==> src/rtl/core/stkpf_pkg.sv <==
// Shared widths, defaults and register map of the spectral peak finder.
package stkpf_pkg;

   // Fixed field widths
   localparam int BIN_W      = 13;
   localparam int LEVEL_W    = 16;
   localparam int PW_W       = 4;
   localparam int CSR_IDX_W  = 3;
   localparam int CSR_DATA_W = 16;
   localparam int REQ_DATA_W = 16;
   localparam int RSP_DATA_W = 32;
   localparam int RSP_USER_W = 2;

   // Default sizes
   localparam int DEF_BIN_COUNT = 8192;
   localparam int DEF_MAX_PEAKS = 8;

   // Register reset values
   localparam logic [BIN_W-1:0]          RST_WINDOW_LOW  = 13'd1;
   localparam logic [BIN_W-1:0]          RST_WINDOW_HIGH = 13'd8190;
   localparam logic [PW_W-1:0]           RST_PEAKS       = 4'd8;
   localparam logic signed [LEVEL_W-1:0] RST_PILOT_MIN   = 16'sh8000;

   // Configuration register map
   typedef enum logic [CSR_IDX_W-1:0] {
      CSR_WINDOW_LOW  = 3'd0,
      CSR_WINDOW_HIGH = 3'd1,
      CSR_PEAKS       = 3'd2,
      CSR_PILOT_EN    = 3'd3,
      CSR_PILOT_LOW   = 3'd4,
      CSR_PILOT_HIGH  = 3'd5,
      CSR_PILOT_MIN   = 3'd6
   } csr_index_type;

endpackage

==> src/rtl/core/spectral_top_k_peak_finder_top.sv <==
// Top level of the streaming top-k local-maximum spectral peak finder.
// Usage:
//  - req_* carries one spectrum bin level per transaction; req_tlast marks the
//    last bin of a frame. One bin per cycle while req_tready is high, no gaps needed.
//  - A bin that is strictly above both neighbours and strictly inside the
//    window (edges clamped to 1 .. BIN_COUNT-2) goes into a descending list
//    of up to min(peaks_wanted, MAX_PEAKS) entries; equal levels keep the
//    earlier bin first.
//  - On the last bin the list is copied to an output shift buffer and the
//    frame state clears. rsp_* then gives one transaction per kept peak,
//    strongest first, starting the cycle after the last bin; rsp_tlast marks
//    the final one. A frame with no peak gives one transaction with
//    peak_found low and bin and level zero.
//  - Throughput is one bin per cycle. req_tready drops only for a last bin
//    that arrives while the previous frame's results are still queued, since
//    the single output buffer holds one frame's results.
//  - A stall on rsp_* holds the current result; bins short of a frame's last bin keep flowing.
//  - csr_* writes one register per transaction, always ready; write only while idle.
//  - Reset (synchronous, active high) restores register defaults, empties
//    the list and drops any queued results.
module spectral_top_k_peak_finder_top
   import stkpf_pkg::*;
#(
   parameter int BIN_COUNT = DEF_BIN_COUNT,
   parameter int MAX_PEAKS = DEF_MAX_PEAKS
) (
   input  logic                  clock,
   input  logic                  reset,
   // bin stream
   input  logic                  req_tvalid,
   output logic                  req_tready,
   input  logic [REQ_DATA_W-1:0] req_tdata,  // [15:0] bin_level
   input  logic                  req_tlast,  // frame_end
   // peak stream
   output logic                  rsp_tvalid,
   input  logic                  rsp_tready,
   output logic [RSP_DATA_W-1:0] rsp_tdata,  // [12:0] peak_bin, [28:13] peak_level, 0 pad
   output logic [RSP_USER_W-1:0] rsp_tuser,  // [0] pilot_flag, [1] peak_found
   output logic                  rsp_tlast,  // last_peak
   // configuration writes
   input  logic                  csr_valid,
   output logic                  csr_ready,
   input  logic [CSR_IDX_W-1:0]  csr_index,
   input  logic [CSR_DATA_W-1:0] csr_data
);

   localparam int POS_W = $clog2(BIN_COUNT + 1);
   localparam int CMP_W = (POS_W > BIN_W) ? POS_W : BIN_W;
   localparam int CNT_W = $clog2(MAX_PEAKS + 1);
   localparam int LIM_W = (CNT_W > PW_W) ? CNT_W : PW_W;

   localparam logic [CMP_W-1:0] EDGE_MIN  = CMP_W'(1);
   localparam logic [CMP_W-1:0] EDGE_MAX  = CMP_W'(BIN_COUNT - 2);
   localparam logic [POS_W-1:0] POS_LIMIT = POS_W'(BIN_COUNT);
   localparam logic [LIM_W-1:0] PEAK_MAX  = LIM_W'(MAX_PEAKS);

   // Configuration registers
   logic [BIN_W-1:0]          window_low_ff, window_high_ff;
   logic [PW_W-1:0]           peaks_wanted_ff;
   logic                      pilot_enable_ff;
   logic [BIN_W-1:0]          pilot_low_ff, pilot_high_ff;
   logic signed [LEVEL_W-1:0] pilot_min_ff;

   // Frame state
   logic [POS_W-1:0]          bin_position_ff, bin_position_in;
   logic signed [LEVEL_W-1:0] previous_level_ff, older_level_ff;
   logic [BIN_W-1:0]          kept_bin_ff   [MAX_PEAKS];
   logic signed [LEVEL_W-1:0] kept_level_ff [MAX_PEAKS];
   logic [BIN_W-1:0]          kept_bin_in   [MAX_PEAKS];
   logic signed [LEVEL_W-1:0] kept_level_in [MAX_PEAKS];
   logic [CNT_W-1:0]          kept_count_ff, kept_count_in;

   // Output shift buffer
   logic [BIN_W-1:0]          emit_bin_ff   [MAX_PEAKS];
   logic signed [LEVEL_W-1:0] emit_level_ff [MAX_PEAKS];
   logic [MAX_PEAKS-1:0]      emit_pilot_ff;
   logic                      emit_found_ff;
   logic [CNT_W-1:0]          emit_left_ff;

   // Combinational helpers
   logic signed [LEVEL_W-1:0] cur_level;
   logic                      req_fire, rsp_fire, frame_fire;
   logic [CMP_W-1:0]          edge_lo, edge_hi, cand_bin;
   logic                      is_candidate, blocked, do_insert;
   logic [LIM_W-1:0]          keep_cap, count_ext, top, count_next_ext, emit_n;
   logic [MAX_PEAKS-1:0]      ge_vec;
   logic                      buffer_busy;

   assign cur_level  = signed'(req_tdata[LEVEL_W-1:0]);
   assign req_fire   = req_tvalid && req_tready;
   assign rsp_fire   = rsp_tvalid && rsp_tready;
   assign frame_fire = req_fire && req_tlast;
   assign csr_ready  = 1'b1;

   // Buffer stays occupied unless its final result leaves this cycle
   assign buffer_busy = (emit_left_ff != '0) &&
                        !(rsp_tready && (emit_left_ff == CNT_W'(1)));
   assign req_tready  = !(buffer_busy && req_tlast);

   // Configuration write decode
   always_ff @(posedge clock) begin
      if (reset) begin
         window_low_ff   <= RST_WINDOW_LOW;
         window_high_ff  <= RST_WINDOW_HIGH;
         peaks_wanted_ff <= RST_PEAKS;
         pilot_enable_ff <= 1'b0;
         pilot_low_ff    <= '0;
         pilot_high_ff   <= '0;
         pilot_min_ff    <= RST_PILOT_MIN;
      end else if (csr_valid && csr_ready) begin
         unique case (csr_index)
            CSR_WINDOW_LOW:  window_low_ff   <= csr_data[BIN_W-1:0];
            CSR_WINDOW_HIGH: window_high_ff  <= csr_data[BIN_W-1:0];
            CSR_PEAKS:       peaks_wanted_ff <= csr_data[PW_W-1:0];
            CSR_PILOT_EN:    pilot_enable_ff <= csr_data[0];
            CSR_PILOT_LOW:   pilot_low_ff    <= csr_data[BIN_W-1:0];
            CSR_PILOT_HIGH:  pilot_high_ff   <= csr_data[BIN_W-1:0];
            CSR_PILOT_MIN:   pilot_min_ff    <= signed'(csr_data[LEVEL_W-1:0]);
            default: ;
         endcase
      end
   end

   // Window edges, clamped
   always_comb begin
      edge_lo = CMP_W'(window_low_ff);
      if (edge_lo < EDGE_MIN) edge_lo = EDGE_MIN;
      if (edge_lo > EDGE_MAX) edge_lo = EDGE_MAX;
      edge_hi = CMP_W'(window_high_ff);
      if (edge_hi < EDGE_MIN) edge_hi = EDGE_MIN;
      if (edge_hi > EDGE_MAX) edge_hi = EDGE_MAX;
   end

   // Local maximum test on the previous bin
   always_comb begin
      cand_bin     = CMP_W'(bin_position_ff - POS_W'(1));
      is_candidate = (bin_position_ff >= POS_W'(2)) && (edge_lo < edge_hi) &&
                     (cand_bin > edge_lo) && (cand_bin < edge_hi) &&
                     (previous_level_ff > older_level_ff) &&
                     (previous_level_ff > cur_level);
   end

   // Sorted insert: parallel compares, then each slot keeps, takes new or shifts
   always_comb begin
      keep_cap  = (LIM_W'(peaks_wanted_ff) > PEAK_MAX) ? PEAK_MAX
                                                       : LIM_W'(peaks_wanted_ff);
      count_ext = LIM_W'(kept_count_ff);
      for (int i = 0; i < MAX_PEAKS; i++) begin
         ge_vec[i] = (CNT_W'(i) < kept_count_ff) && (kept_level_ff[i] >= previous_level_ff);
      end
      // full below the insert point when the slot at keep_cap-1 holds an equal or stronger peak
      blocked = 1'b0;
      for (int i = 0; i < MAX_PEAKS; i++) begin
         if (LIM_W'(i) + LIM_W'(1) == keep_cap) blocked = ge_vec[i];
      end
      do_insert = is_candidate && (keep_cap != '0) && !blocked;
      top = (count_ext > keep_cap - LIM_W'(1)) ? keep_cap - LIM_W'(1) : count_ext;

      for (int i = 0; i < MAX_PEAKS; i++) begin
         kept_bin_in[i]   = kept_bin_ff[i];
         kept_level_in[i] = kept_level_ff[i];
         if (do_insert && !ge_vec[i]) begin
            if (i == 0 || ge_vec[(i == 0) ? 0 : i - 1]) begin
               kept_bin_in[i]   = BIN_W'(cand_bin);
               kept_level_in[i] = previous_level_ff;
            end else begin
               kept_bin_in[i]   = kept_bin_ff[(i == 0) ? 0 : i - 1];
               kept_level_in[i] = kept_level_ff[(i == 0) ? 0 : i - 1];
            end
         end
      end
      count_next_ext = do_insert ? top + LIM_W'(1) : count_ext;
      emit_n         = (count_next_ext > keep_cap) ? keep_cap : count_next_ext;
      kept_count_in  = frame_fire ? '0 : CNT_W'(count_next_ext);
   end

   // Bin counter stops at BIN_COUNT, clears on the frame's last bin
   always_comb begin
      if (req_tlast)                       bin_position_in = '0;
      else if (bin_position_ff < POS_LIMIT) bin_position_in = bin_position_ff + POS_W'(1);
      else                                  bin_position_in = bin_position_ff;
   end

   // Frame state registers
   always_ff @(posedge clock) begin
      if (reset) begin
         bin_position_ff   <= '0;
         previous_level_ff <= '0;
         older_level_ff    <= '0;
         kept_count_ff     <= '0;
      end else if (req_fire) begin
         bin_position_ff   <= bin_position_in;
         older_level_ff    <= previous_level_ff;
         previous_level_ff <= cur_level;
         kept_count_ff     <= kept_count_in;
      end
   end

   // Peak list payload, no reset
   always_ff @(posedge clock) begin
      if (req_fire) begin
         for (int i = 0; i < MAX_PEAKS; i++) begin
            kept_bin_ff[i]   <= kept_bin_in[i];
            kept_level_ff[i] <= kept_level_in[i];
         end
      end
   end

   // Output buffer count
   always_ff @(posedge clock) begin
      if (reset) begin
         emit_left_ff <= '0;
      end else if (frame_fire) begin
         emit_left_ff <= (emit_n == '0) ? CNT_W'(1) : CNT_W'(emit_n);
      end else if (rsp_fire) begin
         emit_left_ff <= emit_left_ff - CNT_W'(1);
      end
   end

   // Output buffer payload: load a frame's list, shift one entry per result
   always_ff @(posedge clock) begin
      if (frame_fire) begin
         emit_found_ff <= (emit_n != '0);
         for (int i = 0; i < MAX_PEAKS; i++) begin
            // empty frame reports bin and level zero in the head slot
            if (i == 0 && emit_n == '0) begin
               emit_bin_ff[i]   <= '0;
               emit_level_ff[i] <= '0;
            end else begin
               emit_bin_ff[i]   <= kept_bin_in[i];
               emit_level_ff[i] <= kept_level_in[i];
            end
            emit_pilot_ff[i] <= pilot_enable_ff && (emit_n != '0) &&
                                (kept_bin_in[i] >= pilot_low_ff) &&
                                (kept_bin_in[i] <= pilot_high_ff) &&
                                (kept_level_in[i] >= pilot_min_ff);
         end
      end else if (rsp_fire) begin
         for (int i = 0; i + 1 < MAX_PEAKS; i++) begin
            emit_bin_ff[i]   <= emit_bin_ff[i + 1];
            emit_level_ff[i] <= emit_level_ff[i + 1];
            emit_pilot_ff[i] <= emit_pilot_ff[i + 1];
         end
      end
   end

   // Result channel
   assign rsp_tvalid = (emit_left_ff != '0);
   assign rsp_tdata  = {{(RSP_DATA_W - LEVEL_W - BIN_W){1'b0}},
                        emit_level_ff[0], emit_bin_ff[0]};
   assign rsp_tuser  = {emit_found_ff, emit_pilot_ff[0]};
   assign rsp_tlast  = (emit_left_ff == CNT_W'(1));

   // Assertions

   // A frame's results are never overwritten while still queued
   a_no_overrun: assert property (@(posedge clock) disable iff (reset)
      frame_fire |-> (emit_left_ff == '0) ||
                     (rsp_tready && (emit_left_ff == CNT_W'(1))))
      else $error("frame list loaded over pending results");

   // The list never holds more entries than its storage
   a_count_bound: assert property (@(posedge clock) disable iff (reset)
      kept_count_ff <= CNT_W'(MAX_PEAKS))
      else $error("kept count exceeds list depth");

   // An empty-frame result is always alone and last
   a_empty_last: assert property (@(posedge clock) disable iff (reset)
      (rsp_tvalid && !emit_found_ff) |-> rsp_tlast)
      else $error("empty-frame result not marked last");

   // The list stays sorted strongest first
   for (genvar g = 0; g + 1 < MAX_PEAKS; g++) begin : g_order
      a_sorted: assert property (@(posedge clock) disable iff (reset)
         (CNT_W'(g + 1) < kept_count_ff) |-> (kept_level_ff[g] >= kept_level_ff[g + 1]))
         else $error("peak list out of order");
   end

endmodule

==> config.mk <==
export PLATFORM = sky130hd
export DESIGN_NAME = spectral_top_k_peak_finder_top
export DESIGN_NICKNAME = d
export VERILOG_FILES = /design/src/rtl/core/stkpf_pkg.sv /design/src/rtl/core/spectral_top_k_peak_finder_top.sv
export SDC_FILE = /design/constraint.sdc
export NUM_CORES = 2
export LEC_CHECK = 0
export BUFFER_PORTS_ARGS = -buffer_cell sky130_fd_sc_hd__buf_2
export CAP_MARGIN = 20
export CELL_PAD_IN_SITES_DETAIL_PLACEMENT = 0
export CELL_PAD_IN_SITES_GLOBAL_PLACEMENT = 1
export CORE_AREA = 2 2 370 372
export DETAILED_ROUTE_END_ITERATION = 16
export DIE_AREA = 0 0 372 374
export PLACE_DENSITY = 0.52
export SETUP_SLACK_MARGIN = 0.5
export SYNTH_ARGS = -nofsm -noshare
export SYNTH_HDL_FRONTEND = slang
export SYNTH_SLANG_ARGS = --single-unit
export TNS_END_PERCENT = 100
==> constraint.sdc <==
create_clock -name clock -period 10.2 [get_ports clock]
set_clock_uncertainty 0.05 [all_clocks]
set_input_delay 1.53 -clock clock [delete_from_list [all_inputs] [get_ports clock]]
set_output_delay 1.53 -clock clock [all_outputs]
set_load 0.005 [all_outputs]
==> impl_metrics.env <==
export IMPL_outcome="completed"
export IMPL_crit_top_cell="o21a_1"
export IMPL_cp_endpoint="emit_pilot_ff[1]"
export IMPL_grt_antenna_before_repair=5
export IMPL_hpwl_mm=114
export IMPL_cellPowerDensity_nw_per_um2=250
export IMPL_grt_pass1_wl_mm=225
export IMPL_seq_area_frac_synth_pct=41.6
export IMPL_start_kind="flop"
export IMPL_crit_start="bin_position_ff[0]"
export IMPL_hp_class="flop to flop"
export IMPL_die_w_um=372
export IMPL_max_slew_margin_rel_pct=25.7
export IMPL_cts_sinks=600
export IMPL_cts_buffer_depth=3
export IMPL_synth_warnings=0
export IMPL_floorplan_rows=135
export IMPL_portBuffers=74
export IMPL_drtIter0Drc=2462
export IMPL_final_layout_size_suffix_gt1_share_pct=12.3
export IMPL_grt_overflow_total=0
export IMPL_routed_wirelength_mm=154
export IMPL_worst_slew_pin_slew_ns=1.12
export IMPL_ant_nets=0
export IMPL_report_final_slew_viol_count=0
export IMPL_finalSetupViolations=0
export IMPL_r2r_end="emit_pilot_ff[1]"
export IMPL_cp_data_arrival_time_ns=8.37
export IMPL_start_util_pct=29.8
export IMPL_netlist_instances=4024
export IMPL_finalCritPeriodShare_pct=78.5
export IMPL_fmax_mhz=125
export IMPL_place_inst=5754
export IMPL_cts_max_level=3
export IMPL_coreArea_um2=135000
export IMPL_firstDrtPassIters=5
export IMPL_r2r_start="bin_position_ff[0]"
export IMPL_ys_ff_latch=600
export IMPL_final_setup_tns_ns=0
export IMPL_netlist_area_um2=40300
export IMPL_synth_cell_types=89
export IMPL_wl_per_cell_um=26.1
export IMPL_die_area_um2=139000
export IMPL_hold_viol=0
export IMPL_diodes=0
export IMPL_postCtsSetupRepairBufs=0
export IMPL_pin_count=79
export IMPL_rsz0062_at_grt="no"
export IMPL_grt_util_all_layers_pct=22.0
export IMPL_via_per_inst=5.39
export IMPL_cts_resized_gates=0
export IMPL_required_ns=10.56
export IMPL_nNetsFinal=4640
export IMPL_async_flop_share_pct=0
export IMPL_r2r_cells=28
export IMPL_synth_ff_type="edfxtp_1"
export IMPL_instances_no_fill=5900
export IMPL_cts_root_buf="clkbuf_16"
export IMPL_cp_max_fo=55
export IMPL_slowest_delay_ns=0.64
export IMPL_die_y_um=374
export IMPL_grt_max_degree=152
export IMPL_end_kind="flop"
export IMPL_p_leak_nw=16.9
export IMPL_whs_ns=0.402
export IMPL_irDropWorstVdd_uv=136
export IMPL_maxCapViolCount=0
export IMPL_multi_input_area_um2=21900
export IMPL_cpMaxStageDelayCell="or4b_2"
export IMPL_clkLatencyLatePin_ns=0.70
export IMPL_path_class="flop to flop"
export IMPL_reg2reg_slack_ns=2.19
export IMPL_vias=31800
export IMPL_min_period_ns=8.01
export IMPL_grt_pass1_vias=31300
export IMPL_avgSynthCellArea_um2=10.0
export IMPL_ctsHoldBuffers=0
export IMPL_p_total_mw=11.4
export IMPL_gp_congestion=0.871
export IMPL_cts_buffers=79
export IMPL_final_seq_area_um2=16700
export IMPL_path_clk_slew_ns=0.06
export IMPL_syn2layout_area_growth_pct=13.0
export IMPL_cts_tree="built"
export IMPL_synth_edf_count=473
export IMPL_drc=0
export IMPL_fill_cells=13900
placed cells by master (no fill, tap or decap), types with 10 or more instances in the layout:
cell / Yosys / final
a21o_1: 57 / 57
nor2_1: 392 / 390
clkinv_1: 1 / 12
nand3_1: 64 / 63
o211ai_1: 45 / 45
nand4_1: 92 / 92
ha_1: 544 / 544
nor3_1: 45 / 42
dfxtp_1: 127 / 127
o31ai_1: 105 / 105
mux2_2: 150 / 150
a31oi_1: 44 / 43
xnor2_1: 17 / 17
inv_1: 186 / 186
or2_2: 18 / 18
a2111oi_0: 97 / 97
a21oi_1: 241 / 241
buf_2: 26 / 73
a211oi_1: 26 / 24
bufinv_16: 0 / 10
clkbuf_16: 0 / 86
nor2b_1: 108 / 107
nand2_1: 441 / 438
nor4_1: 26 / 26
a32o_1: 24 / 24
edfxtp_1: 473 / 473
nand2b_1: 23 / 23
o21ai_0: 148 / 148
o21a_1: 83 / 83
mux2i_1: 46 / 45
buf_4: 29 / 93
and3_1: 15 / 15
clkinv_2: 0 / 17
worst max-delay path, delay by kind of cell (launching register included):
family	cells	cell delay, ns
AND/OR/NAND/NOR	8	2.47
AO/OA/AOI/OAI	15	3.06
adder cells (fa/ha/maj)	2	0.68
buffers and inverters	3	0.94
flip-flops	1	0.47
layer usage:
layer	vias up	track usage, %	routed length (µm)
met3	164	2.61	6160
li1	15100	-	-
met4	0	5.31	3210
met2	692	36.3	73100
met5	-	0	0
met1	15800	30.4	71400
registers in the layout, summed over array words and instances (netlist names), 8 cells and up:
signal / cells
emit_level_ff: 128
kept_level_ff: 128
emit_bin_ff: 104
kept_bin_ff: 104
older_level_ff: 16
pilot_min_ff: 16
previous_level_ff: 16
bin_position_ff: 14
pilot_high_ff: 13
pilot_low_ff: 13
window_high_ff: 13
window_low_ff: 13
emit_pilot_ff: 8
layout make-up:
cell class                 count  area share, %
clock buffer                  98           4.92
clock inverter                47           1.12
inverter                     190           1.59
multi-input combinational   3015           48.2
sequential                   600           36.8
tap                         1781           4.90
timing repair buffer         169           2.46
worst min-delay path by stage:
stage	startpoint	endpoint	slack (ns)	cells after the start
floorplan	older_level_ff[10]	older_level_ff[10]	0.39	2
global placement	older_level_ff[12]	older_level_ff[12]	0.39	2
detailed placement	pilot_min_ff[10]	pilot_min_ff[10]	0.40	2
CTS	pilot_high_ff[4]	pilot_high_ff[4]	0.41	2
global route	pilot_high_ff[4]	pilot_high_ff[4]	0.42	2
finish	pilot_min_ff[10]	pilot_min_ff[10]	0.40	2
cell usage after synthesis (all sizes together) (18+ instances only):
cell	number	share of area (%)
o21ai	151	1.9
o211ai	48	0.93
xnor2	18	0.41
buf	66	1.1
a21oi	241	3.0
nand3	64	0.80
edfxtp	473	35
o21a	83	1.5
a21o	57	1.1
nand2	443	4.2
ha	544	17
mux2i	46	1.1
dfxtp	127	6.3
a211oi	26	0.48
nand4	92	1.4
mux2	154	4.3
nand2b	23	0.36
nor4	28	0.51
o31ai	107	2.0
a32o	24	0.60
or2	19	0.30
clkbuf	155	1.4
nor2	392	3.7
inv	189	1.8
a31oi	45	0.71
nor3	51	0.76
a2111oi	106	2.3
nor2b	108	1.7
kinds of logic after synthesis:
logic type / synth area share (%)
compound gates: 16.4
xor+xnor: 0.631
fa+ha+maj: 17.0
buf+inv: 4.31
flops: 41.6
mux: 5.45
other cells: 0.0187
simple gates: 14.6
stage by stage:
stage	worst slack, ns	instance area (µm²)	utilization (%)
6_report	2.19	45500	33.7
5_1_grt	1.72	45500	33.7
4_1_cts	2.18	45500	33.7
3_5_place_dp	2.20	42700	31.7
3_3_place_gp	2.29	42700	31.7
2_1_floorplan	1.10	40300	-
report_power, final:
part | internal (mW) | switching [mW] | leakage (nW) | total, mW
Combinational | 1.48 | 2.77 | 9.93 | 4.25
Sequential | 3.72 | 0.373 | 5.58 | 4.09
Clock | 1.81 | 1.22 | 1.34 | 3.03
Total | 7.01 | 4.37 | 16.9 | 11.4
Note: power is estimated with default switching activity, not from simulation.
